[config.mk]
export PLATFORM = sky130hd
export DESIGN_NAME = bmhpq_ctrl
export DESIGN_NICKNAME = d
export VERILOG_FILES = /design/src/rtl/bmhpq_pkg.sv /design/src/rtl/bmhpq_ctrl.sv
export SDC_FILE = /design/constraint.sdc
export NUM_CORES = 1
export LEC_CHECK = 0
export ABC_AREA = 0
export BUFFER_PORTS_ARGS = -buffer_cell sky130_fd_sc_hd__buf_2
export CELL_PAD_IN_SITES_DETAIL_PLACEMENT = 0
export CELL_PAD_IN_SITES_GLOBAL_PLACEMENT = 1
export CORE_AREA = 10 10 48 50
export DETAILED_ROUTE_END_ITERATION = 8
export DIE_AREA = 0 0 58 60
export HOLD_SLACK_MARGIN = 0.02
export PLACE_DENSITY_LB_ADDON = 0.1
export SYNTH_ARGS = -nofsm -noshare
export SYNTH_HDL_FRONTEND = slang
export SYNTH_SLANG_ARGS = --single-unit
[constraint.sdc]
create_clock -name clk -period 1.25 [get_ports clk]
set_clock_uncertainty 0.15 [all_clocks]
set_input_delay 0.25 -clock clk [delete_from_list [all_inputs] [get_ports clk]]
set_output_delay 0.25 -clock clk [all_outputs]
set_load 0.1 [all_outputs]
[src/rtl/bmhpq_pkg.sv]
// Shared types for the binary min-heap priority queue: heap entry, error
// codes, controller states and the controller/datapath command and status.
// No dependencies.
`default_nettype none

package bmhpq_pkg;

  typedef struct packed {
    logic signed [31:0] prio;
    logic        [31:0] value;
  } entry_t;

  typedef enum logic [1:0] {
    ERR_NONE  = 2'd0,
    ERR_EMPTY = 2'd1,
    ERR_FULL  = 2'd2
  } err_t;

  typedef enum logic [2:0] {
    ST_IDLE,
    ST_UP_CHECK,
    ST_UP_CMP,
    ST_DN_LOAD,
    ST_DN_CHECK,
    ST_DN_CMP,
    ST_FINISH
  } state_t;

  typedef enum logic [3:0] {
    OP_NONE,
    OP_ACCEPT,
    OP_UP_CHECK,
    OP_UP_CMP,
    OP_DN_LOAD,
    OP_DN_CHECK,
    OP_DN_CMP,
    OP_FINISH
  } dp_op_t;

  typedef struct packed {
    dp_op_t op;
  } dp_cmd_t;

  typedef struct packed {
    logic full;
    logic empty;
    logic cnt_one;
    logic up_root;
    logic up_less;
    logic dn_leaf;
    logic dn_swap;
    logic out_busy;
  } dp_stat_t;

endpackage

`default_nettype wire

[src/rtl/bmhpq_ctrl.sv]
// Controller for the heap queue: sequences accept, sift-up, sift-down and
// result load. Depends on bmhpq_pkg.
`default_nettype none

module bmhpq_ctrl (
  input  logic                clk,
  input  logic                rst_n,
  input  logic                in_valid,
  input  logic                in_mode,
  output logic                in_ready,
  input  bmhpq_pkg::dp_stat_t stat,
  output bmhpq_pkg::dp_cmd_t  cmd
);
  import bmhpq_pkg::*;

  state_t state_r, state_nxt;

  always_ff @(posedge clk) begin
    if (!rst_n) begin
      state_r <= ST_IDLE;
    end else begin
      state_r <= state_nxt;
    end
  end

  always_comb begin
    state_nxt = state_r;
    unique case (state_r)
      ST_IDLE: begin
        if (in_valid) begin
          if (!in_mode) begin
            state_nxt = stat.full ? ST_FINISH : ST_UP_CHECK;
          end else if (stat.empty || stat.cnt_one) begin
            state_nxt = ST_FINISH;
          end else begin
            state_nxt = ST_DN_LOAD;
          end
        end
      end
      ST_UP_CHECK: state_nxt = stat.up_root ? ST_FINISH : ST_UP_CMP;
      ST_UP_CMP:   state_nxt = stat.up_less ? ST_UP_CHECK : ST_FINISH;
      ST_DN_LOAD:  state_nxt = ST_DN_CHECK;
      ST_DN_CHECK: state_nxt = stat.dn_leaf ? ST_FINISH : ST_DN_CMP;
      ST_DN_CMP:   state_nxt = stat.dn_swap ? ST_DN_CHECK : ST_FINISH;
      ST_FINISH: begin
        if (!stat.out_busy) begin
          state_nxt = ST_IDLE;
        end
      end
      default:     state_nxt = ST_IDLE;
    endcase
  end

  always_comb begin
    cmd.op   = OP_NONE;
    in_ready = 1'b0;
    unique case (state_r)
      ST_IDLE: begin
        in_ready = 1'b1;
        if (in_valid) begin
          cmd.op = OP_ACCEPT;
        end
      end
      ST_UP_CHECK: cmd.op = OP_UP_CHECK;
      ST_UP_CMP:   cmd.op = OP_UP_CMP;
      ST_DN_LOAD:  cmd.op = OP_DN_LOAD;
      ST_DN_CHECK: cmd.op = OP_DN_CHECK;
      ST_DN_CMP:   cmd.op = OP_DN_CMP;
      ST_FINISH: begin
        if (!stat.out_busy) begin
          cmd.op = OP_FINISH;
        end
      end
      default:     cmd.op = OP_NONE;
    endcase
  end

endmodule

`default_nettype wire

Word level (Yosys, flattened, before mapping) --
Index checks and enable logic that the tools add are counted.
Word-level totals: flip-flop bits (word level) 3, output and inout port bits 5
Cells by class: equality and inequality tests 8, muxes and demuxes 14, reduce and logical (&&, ||, !) cells 3
Operators by type and width (count):
- $pmux W4 S7 | 1
- $mux W3 | 8
- $pmux W3 S7 | 1
- $eq A3 B3 Y1 const B | 3
- $eq A3 B2 Y1 const B | 2
- $mux W2 | 2
- $ne A2 B2 Y1 const B | 2
- $eq A3 B1 Y1 const B | 1
- $logic_not A3 Y1 | 1
- $mux W1 | 2
- $reduce_and A2 Y1 | 1
- $logic_or A1 B1 Y1 | 1

Logic depth before layout (Yosys ltp) --
Gate-level depths: netlist (run 1).
depth after elaboration 5, mapped depth 4, gate-level depth less buffers 3

Worst setup path before layout (run 1) --
OpenSTA, ideal clock, no wires.
path kind register to output, start point reg state_r[1], end point out cmd[0] in the netlist's numbering, arrival 2.960 ns, slack -2.110 ns, cell stages (with the launch flop) 3, path buffers 1, cells stage by stage dfxtp_1 -> buf_2 -> a311oi_1
RTL lines:
- start: declaration | RTL line bmhpq_ctrl.sv:16 | state_t state_r, state_nxt;
- start signal: assignment | RTL line bmhpq_ctrl.sv:22 | state_r <= state_nxt;
- end: declaration | RTL line bmhpq_ctrl.sv:12 | output bmhpq_pkg::dp_cmd_t cmd

==> results of run 1 <==
==> through the flow <==
step                std cells  instance area, um^2
floorplan                  43                421.7
global placement           81                623.1
detailed placement         81                623.1
CTS                        89                698.2
global route               91                744.5
finish                     91                744.5
==> logic make-up after synthesis <==
logic type,count (synthesis),share of synthesized area [%]
compound gates,15,33.46
buf+inv,6,9.449
flops,3,18.90
other cells,1,1.180
simple gates,18,37.01
==> placed cells by master (no fill, tap or decap), types with 2 or more instances in the layout <==
master	netlist	final
buf_4	1	9
inv_1	2	2
o21ai_0	4	2
buf_2	3	11
clkbuf_4	0	3
dfxtp_4	0	3
or3_1	2	2
nand4_1	2	2
a21boi_0	2	2
buf_6	0	7
buf_12	0	5
nand2_2	0	2
nor3_4	0	2
==> routing by layer <==
metal  global-route usage, %  part of all wire [%]
met2                   11.50                    49
met5                       0                     0
met1                   9.102                    44
met3                   1.907                   5.9
met4                   3.020                   1.6
==> worst register-to-register path, cell delays in order (launching register included) <==
cell	delay (ns)
dfxtp_4	0.38
buf_6	0.13
or4_4	0.54
o2111ai_2	0.08
nand3_1	0.10
==> where the power goes <==
part / total, mW / internal [mW] / switching, mW
Clock: 0.189 / 0.121 / 0.0677
Sequential: 0.241 / 0.154 / 0.0875
Combinational: 1.88 / 0.857 / 1.02
==> final timing paths <==
kind                           start                       to  slack, ns  cells past startpoint
min                            rst_n  state_r[2]$_SDFFE_PN0P_       0.16                      2
max          state_r[1]$_SDFFE_PN0P_                   cmd[0]      -0.40                      4
min reg2reg  state_r[1]$_SDFFE_PN0P_  state_r[0]$_SDFFE_PN0P_       0.57                      3
max reg2reg  state_r[0]$_SDFFE_PN0P_  state_r[1]$_SDFFE_PN0P_      -0.26                      4
==> area by class of cell <==
type / instances / area (um^2) / area share [%]
flip-flops and latches: 3 / 71.32 / 9.580
clock buffers: 4 / 26.28 / 3.529
inverters: 2 / 7.507 / 1.008
repair buffers: 32 / 301.5 / 40.50
well taps: 16 / 20.02 / 2.689
multi-input cells: 34 / 317.8 / 42.69
==> repair_timing <==
item	4_1_cts	5_1_grt
setup buffers	4	2
gates cloned	0	0
setup endpoints to repair	7	7
gates resized for setup	4	10
pin swaps	5	7
==> results.ini, run 1 <==
[sta]
setup_slack_ns=-0.3977
period_needed_ns=1.648
rsz0062_at_grt=yes
hold_violations=0
fin_crit_sh_pct=131.8
slew_viol_final=0
timing.fmax_mhz=606.9
hold_slack_ns=0.1632
setup_viol=7
fin_tns_setup_ns=-2.138

[logic_synthesis]
synthFlopType=dfxtp_1
syn-num-nets=55
synth.avg_cell_area_um2=7.391
synth_area_leader_cell=dfxtp_1
synthArstFlopShare_pct=0
synth.top_cells.by_area=dfxtp_1, o21ai_0, buf_2
ys_types=27
ys_ff_latch=3
ys_seq_area_share_pct=18.90
synth_top_area_share_pct=18.90
syn_inst=43
synth-edff-count=0
synth_common_cells=o21ai_0, buf_2, dfxtp_1, nand2_1
synth_most_common_cell=o21ai_0
synth_area_um2=317.8
ys_warn_count=0

[critical_path]
critPathKind=register to output port
cp_slowest_cell=dfxtp_4
cp_num_buf_inv=2
worstPathMaxFanout=5
crit_chain=buf_6, nor3_4, a311oi_4, buf_12
critPathRequiredTime_ns=0.85
arrival_ns=1.25
crit_family=flip-flops
endpoint_kind=output port
cp_slowest_stage_delay_ns=0.39
start_kind=register

[grt]
antenna_found_initial=0
grt_usage_pct=7.301
grt_pass1_wl_um=2083
grt_max_degree=9
grt.overflow.total=0
grt_pass1_vias=458

[route]
wl_per_cell_um=14.23
dr.pass1.iters=4
drtIter0Drc=13
dr_total_vias=452
via_per_inst=4.967
drcViolationCount=0
drtAntennaViolNets=0
postRouteWirelength_um=1295

[clock_tree]
cts_made_buffers=3
cts.sinks=3
clk_path_buf_depth=2
cts_root_buf=clkbuf_4
cts_tree=done
clk_latency_ns=0.25
clk_pin_slew_ns=0.05
htree_num_levels=1
ctsHoldBuffers=0

[outcome]
status=finished, violations left
violations=negative setup slack

[layout]
syn2layout_area_growth_pct=134.3
fin_nets=88
n_fill_cell=146
top_regs=state_r: 3 flops
largest_register=state_r
diodes=0
largest_reg_flops=3
fin_util_pct=51.83
final_layout_size_suffix_gt1_share_pct=69.33

[die]
start_util_pct=22.13
pin_count=17
die_x_um=58
die_height_um=60
core_area_mm2=0.001436
rows=14
die-area_mm2=0.003480

[placement]
hpwlAfterDp_um=934.5
numPortBuffers=15
place_ws_ns=-0.1434
gp_congestion=0.8004

[power_and_ir_drop]
total_power_mw=2.310
power_density_mw_per_mm2=3102
ir_worst_vdd_mv=1.655
total_leakage_power_nw=0.3237

[run]
cap_violations=0

[hold_path]
hp-class=input port to register

Note: power is estimated with default switching activity, not from simulation.
==> run 2, diff against run 1 <==
--- a/config.mk
+++ b/config.mk
@@ -12,6 +12,7 @@
 export CORE_AREA = 10 10 48 50
 export DETAILED_ROUTE_END_ITERATION = 8
 export DIE_AREA = 0 0 58 60
+export GPL_TIMING_DRIVEN = 0
 export HOLD_SLACK_MARGIN = 0.02
 export PLACE_DENSITY_LB_ADDON = 0.1
 export SYNTH_ARGS = -nofsm -noshare
==> results.ini, run 2 (synthesized netlist as in run 1, its figures left out) <==
[outcome]
status=finished, violations left
violations=negative setup slack

[sta]
timing.fmax_mhz=612.6
fin_crit_sh_pct=130.6
setup_viol=7
fin_tns_setup_ns=-1.943
rsz0062_at_grt=yes
slew_viol_final=0
setup_slack_ns=-0.3824
hold_violations=0
period_needed_ns=1.632

[clock_tree]
clk_path_buf_depth=2
cts_tree=done
clk_pin_slew_ns=0.04
clk_latency_ns=0.23
htree_num_levels=1
cts.sinks=3
cts_made_buffers=3
cts_root_buf=clkbuf_4

[die]
start_util_pct=22.13
die_x_um=58
pin_count=17
die_height_um=60
core_area_mm2=0.001436
rows=14
die-area_mm2=0.003480

[layout]
most-common-layout-cells=buf_4, buf_2, buf_12, buf_6
multi_input_area_um2=315.3
largest_reg_flops=3
top_regs=state_r: 3 flops
fin_util_pct=52.09
fin_nets=89
n_fill_cell=130
regArea_um2=71.32
final_layout_size_suffix_gt1_share_pct=68.42
syn2layout_area_growth_pct=135.4
largest_register=state_r
diodes=0

[route]
dr.pass1.iters=4
postRouteWirelength_um=1244
route.met3.wl_um=128
drtIter0Drc=6
wl_met2_um=636
drtAntennaViolNets=0
wl_per_cell_um=13.52
top_layer_used=met3
drcViolationCount=0
dr_total_vias=463
met1_length_um=479
via_per_inst=5.033

[critical_path]
cp_slowest_stage_delay_ns=0.36
worstPathMaxFanout=5
endpoint_kind=output port
crit_chain=buf_8, nor3_4, a311oi_4, buf_12
start_kind=register
cp_num_buf_inv=2
critPathRequiredTime_ns=0.85
arrival_ns=1.23
crit_family=flip-flops
critPathKind=register to output port
cp_slowest_cell=dfxtp_4

[power_and_ir_drop]
ir_worst_vdd_mv=1.672
power_density_mw_per_mm2=3067
total_leakage_power_nw=0.3315

[placement]
hpwlAfterDp_um=827.1
gp_congestion=0.8007
numPortBuffers=15

[run]
cap_violations=0

[hold_path]
hp-class=input port to register

[grt]
grt_pass1_wl_um=2014
antenna_found_initial=0
grt_usage_pct=7.256
grt_pass1_vias=468
grt.overflow.total=0
grt_max_degree=9

[run 2: area by class of cell]
cell class                      instances  share of cell area, %
Buffer                                  4                  7.023
Clock buffer                            4                  3.512
Inverter                                2                  1.003
Multi-Input combinational cell         34                  42.14
Sequential cell                         3                  9.532
Tap cell                               16                  2.676
Timing Repair Buffer                   29                  34.11
[run 2: timing repair]
action,in CTS,in global routing
hold buffers,0,0
buffers inserted,12,2
pin swaps,4,4
endpoints found under the setup margin,7,7
gates resized for setup,25,4
endpoints found under the hold margin,0,0
[run 2: metal layers]
layer | track usage [%] | vias to the layer above
li1 | - | 231
met5 | 0 | -
met4 | 1.007 | 0
met1 | 7.226 | 220
met3 | 5.085 | 0
met2 | 12.42 | 12
[run 2: metrics by stage]
step | power (mW) | worst slack [ns] | instance area [um^2] | cells | hold slack, ns
floorplan | 1.335 | -0.6028 | 421.7 | 43 | 0.2293
global placement | 1.523 | -0.4371 | 516.7 | 74 | 0.3723
detailed placement | 1.506 | -0.4326 | 516.7 | 74 | 0.3648
CTS | 2.222 | -0.3945 | 715.7 | 90 | 0.1362
global route | 2.407 | -0.4239 | 748.2 | 92 | 0.1285
finish | 2.295 | -0.3824 | 748.2 | 92 | 0.1394
[run 2: report_power, final]
part / leakage [nW] / internal [mW] / switching, mW
clock network: 0.0150 / 0.120 / 0.0498
registers: 0.0267 / 0.153 / 0.0515
logic: 0.290 / 0.868 / 1.05
[run 2: path summary, 6_finish.rpt]
| path | cells after the start | endpoint | slack (ns) | startpoint |
|---|---|---|---|---|
| setup / recovery | 4 | cmd[0] | -0.38 | state_r[1]$_SDFFE_PN0P_ |
| hold / removal | 2 | state_r[2]$_SDFFE_PN0P_ | 0.14 | rst_n |
| setup reg to reg | 4 | state_r[1]$_SDFFE_PN0P_ | -0.27 | state_r[0]$_SDFFE_PN0P_ |
| hold reg to reg | 3 | state_r[1]$_SDFFE_PN0P_ | 0.56 | state_r[1]$_SDFFE_PN0P_ |
